$ cat src/hdl/assert_macros.svh
// ----------------------------------------------------------------------------
// Assertion macros
// Shorthand for clocked implication checks that are disabled during reset.
// ----------------------------------------------------------------------------
`ifndef ASSERT_MACROS_SVH
`define ASSERT_MACROS_SVH

// Same-cycle implication.
`define SIFS_ASSERT_IMP(label, clk, rst_n, ante, cons) \
    label: assert property (@(posedge clk) disable iff (!rst_n) (ante) |-> (cons)) \
        else $error("same-cycle implication check failed");

// Next-cycle implication.
`define SIFS_ASSERT_NEXT(label, clk, rst_n, ante, cons) \
    label: assert property (@(posedge clk) disable iff (!rst_n) (ante) |=> (cons)) \
        else $error("next-cycle implication check failed");

`endif

$ cat src/hdl/sifs_pkg.sv
// ----------------------------------------------------------------------------
// sifs_pkg
// Shared widths, constants, types and helper functions of the sensor fusion
// block.
// ----------------------------------------------------------------------------
`default_nettype none

package sifs_pkg;

    localparam int CHANNEL_BITS = 28;
    localparam int NUM_LANES    = 6;
    localparam int NUM_AXES     = 6;
    localparam int CFG_W        = 16;
    localparam int SCALE_W      = 8;
    localparam int CFG_IDX_W    = 3;
    localparam int AXIS_IDX_W   = 3;
    localparam int OUT_W        = 16;
    localparam int CNT_W        = 17;

    localparam int DIFF_DIVISOR = 125;
    localparam int DIV_SHIFT    = CHANNEL_BITS + 7;
    localparam int RECIP_W      = CHANNEL_BITS + 1;
    localparam longint unsigned DIV_RECIP_L =
        ((64'd1 << DIV_SHIFT) + DIFF_DIVISOR - 1) / DIFF_DIVISOR;
    localparam logic [RECIP_W-1:0] DIV_RECIP = RECIP_W'(DIV_RECIP_L);
    localparam int PROD_W       = 2 * CHANNEL_BITS + 2;

    localparam int QW = CHANNEL_BITS - 5;
    localparam int DW = QW + 1;
    localparam int MW = DW + 1;
    localparam int AW = DW + 3;
    localparam int SW = AW + SCALE_W + 1;
    localparam int CMP_W = (QW > CFG_W) ? QW : CFG_W;

    localparam logic [CFG_IDX_W-1:0] REG_DEADBAND    = 3'd0;
    localparam logic [CFG_IDX_W-1:0] REG_HONE_PERIOD = 3'd1;
    localparam logic [CFG_IDX_W-1:0] REG_SCALE_X     = 3'd2;

    localparam logic [CFG_W-1:0] DEADBAND_RST    = 16'd20;
    localparam logic [CFG_W-1:0] HONE_PERIOD_RST = 16'd100;
    localparam logic [SCALE_W-1:0] SCALE_RST [NUM_AXES] =
        '{8'd120, 8'd120, 8'd35, 8'd30, 8'd30, 8'd50};

    localparam logic [CNT_W-1:0] COUNT_MAX = '1;

    typedef logic signed [DW-1:0]    diff_t;
    typedef logic signed [MW-1:0]    mix_t;
    typedef logic signed [AW-1:0]    axis_t;
    typedef logic signed [SW-1:0]    scaled_t;
    typedef logic signed [OUT_W-1:0] out_t;

    typedef struct packed {
        logic take;
        logic step1;
        logic step2;
        logic base_wr;
    } sifs_lane_ctl_t;

    typedef struct packed {
        diff_t d;
        logic  above;
        logic  below;
    } sifs_lane_res_t;

    function automatic axis_t ext_mix(input mix_t x);
        return axis_t'(x);
    endfunction

    // Halving that truncates toward zero.
    function automatic axis_t half_tz(input mix_t x);
        axis_t xe;
        axis_t rnd;
        xe  = axis_t'(x);
        rnd = $signed({{(AW-1){1'b0}}, x[MW-1]});
        return (xe + rnd) >>> 1;
    endfunction

    function automatic out_t sat16(input scaled_t p);
        out_t r;
        if (p > scaled_t'(32767))
        begin
            r = 16'sh7FFF;
        end
        else if (p < -scaled_t'(32768))
        begin
            r = 16'sh8000;
        end
        else
        begin
            r = p[OUT_W-1:0];
        end
        return r;
    endfunction

endpackage

`default_nettype wire

$ cat src/hdl/sifs_if.sv
// ----------------------------------------------------------------------------
// sifs_if
// Valid/ready channels for coil reading sets and fused axis results.
// ----------------------------------------------------------------------------
`default_nettype none


interface sifs_axis_if import sifs_pkg::*; ();
    logic valid;
    logic ready;
    out_t axis_x;
    out_t axis_y;
    out_t axis_z;
    out_t axis_rx;
    out_t axis_ry;
    out_t axis_rz;
    logic honing_active;

    modport source (output valid, axis_x, axis_y, axis_z, axis_rx, axis_ry, axis_rz,
                    honing_active, input ready);
    modport sink (input valid, axis_x, axis_y, axis_z, axis_rx, axis_ry, axis_rz,
                  honing_active, output ready);
endinterface

`default_nettype wire

$ cat src/hdl/sifs_merge.sv
// ----------------------------------------------------------------------------
// sifs_merge
// Combines the lane results: drift-honing state machine, axis mixing,
// per-axis gain, saturation and the output register.
// ----------------------------------------------------------------------------
`default_nettype none

module sifs_merge import sifs_pkg::*;
(
    input  wire logic                 clk,
    input  wire logic                 rst_n,
    input  wire logic                 lane_valid,
    input  wire sifs_lane_res_t       res [NUM_LANES],
    input  wire logic [CFG_W-1:0]     hone_period,
    input  wire logic [SCALE_W-1:0]   scale [NUM_AXES],
    output logic                      lane_ready,
    output logic                      reload,
    sifs_axis_if.source               axis_out
);

    localparam logic HONED  = 1'b0;
    localparam logic ACTIVE = 1'b1;

    logic             state_reg, state_next;
    logic [CNT_W-1:0] cnt_reg, cnt_next;
    logic             qf_reg, qf_next;

    logic s4_v_reg, s5_v_reg, s6_v_reg, s7_v_reg, o_v_reg;
    logic en4, en5, en6, en7, en_o, take;
    logic any_out, all_in;

    diff_t   d4_reg [NUM_LANES];
    logic    qf4_reg, hon4_reg, hon5_reg, hon6_reg, hon7_reg, hon_o_reg;
    mix_t    cm_reg [3];
    mix_t    dm_reg [3];
    axis_t   ax_reg [NUM_AXES];
    scaled_t sc_reg [NUM_AXES];
    out_t    out_reg [NUM_AXES];
    axis_t   ax_next [NUM_AXES];

    assign en_o       = !o_v_reg || axis_out.ready;
    assign en7        = !s7_v_reg || en_o;
    assign en6        = !s6_v_reg || en7;
    assign en5        = !s5_v_reg || en6;
    assign en4        = !s4_v_reg || en5;
    assign lane_ready = en4;
    assign take       = lane_valid && en4;

    always_comb
    begin
        any_out = 1'b0;
        all_in  = 1'b1;
        for (int i = 0; i < NUM_LANES; i++)
        begin
            any_out = any_out | res[i].above;
            all_in  = all_in & res[i].below;
        end
    end

    always_comb
    begin
        state_next = state_reg;
        cnt_next   = cnt_reg;
        qf_next    = qf_reg;
        reload     = 1'b0;
        if (take)
        begin
            case (state_reg)
                HONED:
                begin
                    if (any_out)
                    begin
                        state_next = ACTIVE;
                    end
                end
                ACTIVE:
                begin
                    if (all_in)
                    begin
                        cnt_next = (cnt_reg == COUNT_MAX) ? cnt_reg : cnt_reg + 1'b1;
                        qf_next  = 1'b1;
                    end
                    else
                    begin
                        cnt_next = '0;
                        qf_next  = 1'b0;
                    end
                    if (cnt_next > {1'b0, hone_period})
                    begin
                        reload     = 1'b1;
                        cnt_next   = '0;
                        state_next = HONED;
                    end
                end
                default:
                begin
                    state_next = HONED;
                end
            endcase
        end
    end

    always_ff @(posedge clk or negedge rst_n)
    begin
        if (!rst_n)
        begin
            state_reg <= HONED;
            cnt_reg   <= '0;
            qf_reg    <= 1'b1;
            s4_v_reg  <= 1'b0;
            s5_v_reg  <= 1'b0;
            s6_v_reg  <= 1'b0;
            s7_v_reg  <= 1'b0;
            o_v_reg   <= 1'b0;
        end
        else
        begin
            state_reg <= state_next;
            cnt_reg   <= cnt_next;
            qf_reg    <= qf_next;
            if (en4)
            begin
                s4_v_reg <= lane_valid;
            end
            if (en5)
            begin
                s5_v_reg <= s4_v_reg;
            end
            if (en6)
            begin
                s6_v_reg <= s5_v_reg;
            end
            if (en7)
            begin
                s7_v_reg <= s6_v_reg;
            end
            if (en_o)
            begin
                o_v_reg <= s7_v_reg;
            end
        end
    end

    always_comb
    begin
        ax_next[0] = half_tz(dm_reg[0]) - ext_mix(dm_reg[1]) + half_tz(dm_reg[2]);
        ax_next[1] = ext_mix(dm_reg[2]) - ext_mix(dm_reg[0]);
        ax_next[2] = ext_mix(cm_reg[0]) + ext_mix(cm_reg[1]) + ext_mix(cm_reg[2]);
        ax_next[3] = half_tz(cm_reg[0]) - ext_mix(cm_reg[1]) + half_tz(cm_reg[2]);
        ax_next[4] = ext_mix(cm_reg[2]) - ext_mix(cm_reg[0]);
        ax_next[5] = ext_mix(dm_reg[0]) + ext_mix(dm_reg[1]) + ext_mix(dm_reg[2]);
    end

    always_ff @(posedge clk)
    begin
        if (take)
        begin
            for (int i = 0; i < NUM_LANES; i++)
            begin
                d4_reg[i] <= res[i].d;
            end
            qf4_reg  <= qf_next;
            hon4_reg <= (state_next == ACTIVE);
        end
        if (en5 && s4_v_reg)
        begin
            for (int k = 0; k < 3; k++)
            begin
                cm_reg[k] <= qf4_reg ? '0 : mix_t'(d4_reg[2*k]) + mix_t'(d4_reg[2*k+1]);
                dm_reg[k] <= qf4_reg ? '0 : mix_t'(d4_reg[2*k]) - mix_t'(d4_reg[2*k+1]);
            end
            hon5_reg <= hon4_reg;
        end
        if (en6 && s5_v_reg)
        begin
            for (int i = 0; i < NUM_AXES; i++)
            begin
                ax_reg[i] <= ax_next[i];
            end
            hon6_reg <= hon5_reg;
        end
        if (en7 && s6_v_reg)
        begin
            for (int i = 0; i < NUM_AXES; i++)
            begin
                sc_reg[i] <= scaled_t'(ax_reg[i]) * scaled_t'($signed({1'b0, scale[i]}));
            end
            hon7_reg <= hon6_reg;
        end
        if (en_o && s7_v_reg)
        begin
            for (int i = 0; i < NUM_AXES; i++)
            begin
                out_reg[i] <= sat16(sc_reg[i]);
            end
            hon_o_reg <= hon7_reg;
        end
    end

    assign axis_out.valid         = o_v_reg;
    assign axis_out.axis_x        = out_reg[0];
    assign axis_out.axis_y        = out_reg[1];
    assign axis_out.axis_z        = out_reg[2];
    assign axis_out.axis_rx       = out_reg[3];
    assign axis_out.axis_ry       = out_reg[4];
    assign axis_out.axis_rz       = out_reg[5];
    assign axis_out.honing_active = hon_o_reg;

endmodule

`default_nettype wire

$ cat src/flat_wrapper.sv
// flat-port wrapper written by rule: the top's interface ports become plain ports
module sifs_merge_flat import sifs_pkg::*;
  (clk, rst_n, lane_valid, res, hone_period, scale, lane_ready, reload, axis_out_valid, axis_out_axis_x, axis_out_axis_y, axis_out_axis_z, axis_out_axis_rx, axis_out_axis_ry, axis_out_axis_rz, axis_out_honing_active, axis_out_ready);
  sifs_axis_if axis_out_i ();
  input  wire logic clk;
  input  wire logic rst_n;
  input  wire logic lane_valid;
  input  wire sifs_lane_res_t res[NUM_LANES];
  input  wire logic [CFG_W-1:0] hone_period;
  input  wire logic [SCALE_W-1:0] scale[NUM_AXES];
  output logic lane_ready;
  output logic reload;
  output wire logic [$bits(axis_out_i.valid)-1:0] axis_out_valid;
  output wire logic [$bits(axis_out_i.axis_x)-1:0] axis_out_axis_x;
  output wire logic [$bits(axis_out_i.axis_y)-1:0] axis_out_axis_y;
  output wire logic [$bits(axis_out_i.axis_z)-1:0] axis_out_axis_z;
  output wire logic [$bits(axis_out_i.axis_rx)-1:0] axis_out_axis_rx;
  output wire logic [$bits(axis_out_i.axis_ry)-1:0] axis_out_axis_ry;
  output wire logic [$bits(axis_out_i.axis_rz)-1:0] axis_out_axis_rz;
  output wire logic [$bits(axis_out_i.honing_active)-1:0] axis_out_honing_active;
  input wire logic [$bits(axis_out_i.ready)-1:0] axis_out_ready;
  assign axis_out_valid = axis_out_i.valid;
  assign axis_out_axis_x = axis_out_i.axis_x;
  assign axis_out_axis_y = axis_out_i.axis_y;
  assign axis_out_axis_z = axis_out_i.axis_z;
  assign axis_out_axis_rx = axis_out_i.axis_rx;
  assign axis_out_axis_ry = axis_out_i.axis_ry;
  assign axis_out_axis_rz = axis_out_i.axis_rz;
  assign axis_out_honing_active = axis_out_i.honing_active;
  assign axis_out_i.ready = axis_out_ready;
  sifs_merge u_core (.clk(clk), .rst_n(rst_n), .lane_valid(lane_valid), .res(res), .hone_period(hone_period), .scale(scale), .lane_ready(lane_ready), .reload(reload), .axis_out(axis_out_i));
endmodule
$ cat config.mk
export PLATFORM = sky130hd
export DESIGN_NAME = sifs_merge_flat
export DESIGN_NICKNAME = d
export VERILOG_FILES = /design/src/hdl/assert_macros.svh /design/src/hdl/sifs_pkg.sv /design/src/hdl/sifs_if.sv /design/src/hdl/sifs_merge.sv /design/src/flat_wrapper.sv
export SDC_FILE = /design/constraint.sdc
export NUM_CORES = 2
export LEC_CHECK = 0
export ABC_AREA = 1
export BUFFER_PORTS_ARGS = -buffer_cell sky130_fd_sc_hd__buf_4
export CORE_MARGIN = 2
export CORE_UTILIZATION = 55
export CTS_CLUSTER_SIZE = 30
export DETAILED_ROUTE_END_ITERATION = 6
export HOLD_SLACK_MARGIN = 0.05
export MAX_ROUTING_LAYER = met4
export PLACE_DENSITY = 0.76
export SETUP_SLACK_MARGIN = 0.02
export SLEW_MARGIN = 20
export SYNTH_ARGS = -nofsm -noshare
export SYNTH_HDL_FRONTEND = slang
export SYNTH_SLANG_ARGS = --single-unit
$ cat constraint.sdc
create_clock -name clk -period 10.95 [get_ports clk]
set_clock_uncertainty 0.1 [all_clocks]
set_input_delay 1.095 -clock clk [delete_from_list [all_inputs] [get_ports clk]]
set_output_delay 1.095 -clock clk [all_outputs]
set_load 0.01 [all_outputs]
; ---- Word-level counts from Yosys, hierarchy flattened
; Memory sizes are Yosys's and may differ from the RTL's.
; Cells that the tools add are included.
[classes]
addsub = 21
multipliers = 6
n_div = 0
order_cmp = 13
eq_ne = 1
n_shift = 0
n_mux = 49
bitwise_logic = 11
n_reduce_logical = 16
[ops]
columns = cell, count
row1 = 16-bit two-way mux, 18
row2 = "36-bit by 16-bit greater-than comparator with 1-bit output, second input constant", 6
row3 = "36-bit by 16-bit < comparator with 1-bit output, second input constant", 6
row4 = 27-bit by 9-bit multiplier with 36-bit output, 6
row5 = 25-bit two-way mux, 6
row6 = 26-bit by 25-bit adder with 27-bit output, 4
row7 = 25-bit by 2-bit adder with 26-bit output, 4
row8 = 25-bit by 25-bit subtractor with 26-bit output, 4
row9 = 17-bit two-way mux, 5
row10 = 24-bit by 24-bit adder with 25-bit output, 3
row11 = 24-bit by 24-bit subtractor with 25-bit output, 3
row12 = 25-bit by 25-bit adder with 26-bit output, 2
row13 = 1-bit two-way mux, 19
row14 = "17-bit by 1-bit adder with 17-bit output, second input constant", 1
row15 = "17-bit equality test, second input constant", 1
row16 = 17-bit by 16-bit greater-than comparator with 1-bit output, 1
row17 = 1-bit AND, 5
row18 = 1-bit logical AND, 5
row19 = 1-bit logical NOT, 5
row20 = 1-bit logical OR, 5
row21 = 1-bit bitwise OR, 5
row22 = 1-bit case mux with 2 select lines, 1
row23 = 2-bit AND reduction, 1
row24 = 1-bit NOT, 1
[word_totals]
regBits = 30
latchBits = 0
ramBits = 768
romBits = 0
in_bits = 224
out_inout_bits = 100
elab_cells = 137
mem_count = 6
[memory_table]
columns = name, words, width, rd, rd_ports_with_merged_regs, wr, line
row1 = u_core.sc_reg, 6, 36, 6, 0, 6, sifs_merge.sv:37  ; scaled_t sc_reg [NUM_AXES];
row2 = u_core.ax_reg, 6, 27, 6, 0, 6, sifs_merge.sv:36  ; axis_t ax_reg [NUM_AXES];
row3 = u_core.d4_reg, 6, 24, 6, 0, 6, sifs_merge.sv:32  ; diff_t d4_reg [NUM_LANES];
row4 = u_core.out_reg, 6, 16, 6, 0, 6, sifs_merge.sv:38  ; out_t out_reg [NUM_AXES];
row5 = u_core.cm_reg, 3, 25, 3, 0, 3, sifs_merge.sv:34  ; mix_t cm_reg [3];
row6 = u_core.dm_reg, 3, 25, 3, 0, 3, sifs_merge.sv:35  ; mix_t dm_reg [3];

; ---- Logic depth before layout (Yosys ltp)
[logic_depth]
ltp_word = 12
ltp_mapped = 25
mapped_depth_nobuf = 25

; ---- Worst setup path before layout
; Ideal clock, no wire load.
[synth_path]
path_type = input-to-reg
start = input port axis_out_ready
end = memory u_core.cm_reg[0][10] (netlist bit) (enable)
setup_ns = 0.661
t_arrival_ns = 7.459
required_ns = 10.189
path_slack_ns = 2.730
path_stages = 4
n_path_buf = 0
cell_sequence = nor2_2 nand3_2 nor2_2 nor2_1
[synth_lines]
columns = element, line
row1 = from (decl), flat_wrapper.sv:21  ; input wire logic [$bits(axis_out_i.ready)-1:0] axis_out_ready;
row2 = to (decl), sifs_merge.sv:34

==> qor.yml <==
core_um2: 176000
via_count: 80100
grt_use_total_pct: 31.9
slew_headroom_pct: 20.8
io_pins: 324
r2r_end: "u_core.sc_reg[4][27]"
avgRoutedWirePerCell_um: 18.8
synth-main-ff-cell: "edfxtp_1"
maxCapViolations: 0
critPathKind: "reg2reg"
netlist.area_leader.share_pct: 23.7
viasPerCell: 5.45
timing.rr.start: "u_core.ax_reg[1][0]"
initial_utilization_pct: 55.3
io_buffers: 323
ys_seq_area_share_pct: 24.3
drv_slew: 0
grt_pass1_vias: 81100
synth.area.top_cells: "edfxtp_1 24%, fa_1 23%, inv_1 11%"
status: "finished, violations left"
grt_max_degree: 124
ant_nets: 0
syn_inst: 12300
worst_pin_slew_ns: 1.19
clkLatencyLatePin_ns: 0.75
cts_setup_buffers: 0
rows: 154
r2r_slack_ns: 5.68
detail_route.iter0.violations: 6722
antenna_found_initial: 1
yosysMostFrequentCell: "inv_1"
drive_above_1_share_pct: 4.51
synthToLayoutAreaGrowth_pct: 7.09
gp_congestion: 1.04
dieWidth_um: 425
synth_seq_cells: 791
fin_tns_setup_ns: 0
min-delay-path-class: "in2async"
cts_tree: "built"
dp.cells: 14500
numCtsBuffers: 90
netlist_top_cells_count: "2961 x inv_1, 2759 x nand2_1, 1109 x fa_1"
clkTransAtPathRegs_ns: 0.08
detailed_place_hpwl_um: 230000
async_flop_share_pct: 3.03
post-route-period-util_pct: 48.1
cts_root_buf: "clkbuf_16"
syn_area_per_cell_um2: 7.94
grt_pass1_wl_um: 440000
synthesis.nets: 14300
nNetsFinal: 14400
cp-startpoint: "u_core.ax_reg[1][0]"
reg2regPathDepth: 18
cts_resized: 0
syn_area_um2: 97300
dr.pass1.iters: 7
synth_edf_count: 767
holdBufCountCts: 0
hold_viol: 0
critPathArrivalTime_ns: 5.72
largest_reg_flops: 216
cp-end-kind: "flip-flop"
max_freq_mhz: 190
htree_levels: 3
worst_setup_path_start_kind: "flip-flop"
violations: "design-rule violations"
fp.dieH_um: 425
drc_errors: 1
yosysUniqueCellTypes: 56
fin_crit_ns: 5.27
clkSinkCount: 791
yosys_warnings: 0
cts_buffer_depth: 3
yosys.area.top_type: "edfxtp_1"
final_cells: 14700
routed_wl_um: 277000
finalSetupViolCount: 0
rsz0062_at_grt: "no"
required_ns: 11.40
gr-total-overflow: 0
worst-path-max-fanout: 16
die_area_um2: 180000
## worst max path at each step
stage | end | cells past startpoint
2_1_floorplan | u_core.cm_reg[0][10] | 4
3_3_place_gp | u_core.sc_reg[0][34] | 19
3_5_place_dp | u_core.sc_reg[3][35] | 17
4_1_cts | u_core.sc_reg[4][35] | 18
5_1_grt | u_core.sc_reg[4][35] | 18
6_report | u_core.sc_reg[4][27] | 18
## routing by layer
layer | global-route usage, % | wire length, µm | vias to the layer above
li1 | - | - | 37700
met1 | 42.1 | 119000 | 38900
met2 | 51.5 | 130000 | 2991
met3 | 3.63 | 18700 | 540
met4 | 10.8 | 9870 | 0
met5 | - | 0 | -
## metrics by stage
step           hold WS, ns  worst slack, ns  instance area (µm²)  util (%)
2_1_floorplan        0.300             2.73                97300         -
3_3_place_gp         0.301             5.18               101000      57.5
3_5_place_dp         0.305             5.17               101000      57.5
4_1_cts              0.114             5.72               104000      59.2
5_1_grt              0.157             5.42               104000      59.2
6_report             0.156             5.68               104000      59.3
## worst max-delay path: stages (launching register included)
cell,delay [ns]
edfxtp_1,1.14
nand2_1,0.13
inv_1,0.09
ha_1,0.15
inv_1,0.06
fa_1,0.50
inv_1,0.05
fa_1,0.52
inv_1,0.05
fa_1,0.53
inv_1,0.04
ha_1,0.36
a21oi_1,0.11
o21ai_0,0.25
a21oi_1,0.13
o21ai_1,0.37
nand2_1,0.11
nand2_1,0.09
xor2_1,0.24
## cell usage in the layout, fill, tap and decap left out, types with 337 or more instances in the layout
| master | netlist | final |
|---|---|---|
| ha_1 | 748 | 748 |
| nand3_1 | 357 | 357 |
| buf_4 | 4 | 337 |
| a21oi_1 | 763 | 763 |
| edfxtp_1 | 767 | 767 |
| o21ai_0 | 376 | 376 |
| inv_1 | 2961 | 2957 |
| nor2_1 | 863 | 861 |
| nand2_1 | 2759 | 2759 |
| fa_1 | 1109 | 1109 |
## final cells by class
type | count | area [µm²]
diodes | 4 | 10.0
multi-input cells | 8098 | 60900
repair buffers | 338 | 2550
fillers | 15800 | 71700
clock inverters | 59 | 673
well taps | 2340 | 2930
flip-flops and latches | 791 | 23600
inverters | 2967 | 11200
clock buffers | 106 | 2350
## cell families (layout without fill, tap and decap cells)
logic type | Yosys count | after routing | share of synthesized area, %
simple gates | 4414 | 4414 | 18.6
buf+inv | 3367 | 3470 | 13.2
fa+ha+maj | 1857 | 1857 | 32.4
compound gates | 1441 | 1441 | 8.10
flops | 791 | 791 | 24.3
xor+xnor | 385 | 385 | 3.46
mux | 1 | 1 | 0.0103
other cells | 0 | 4 | 0
Power is not shown: default switching activity piles up to over one toggle a cycle in this logic, so the estimate is an artifact.
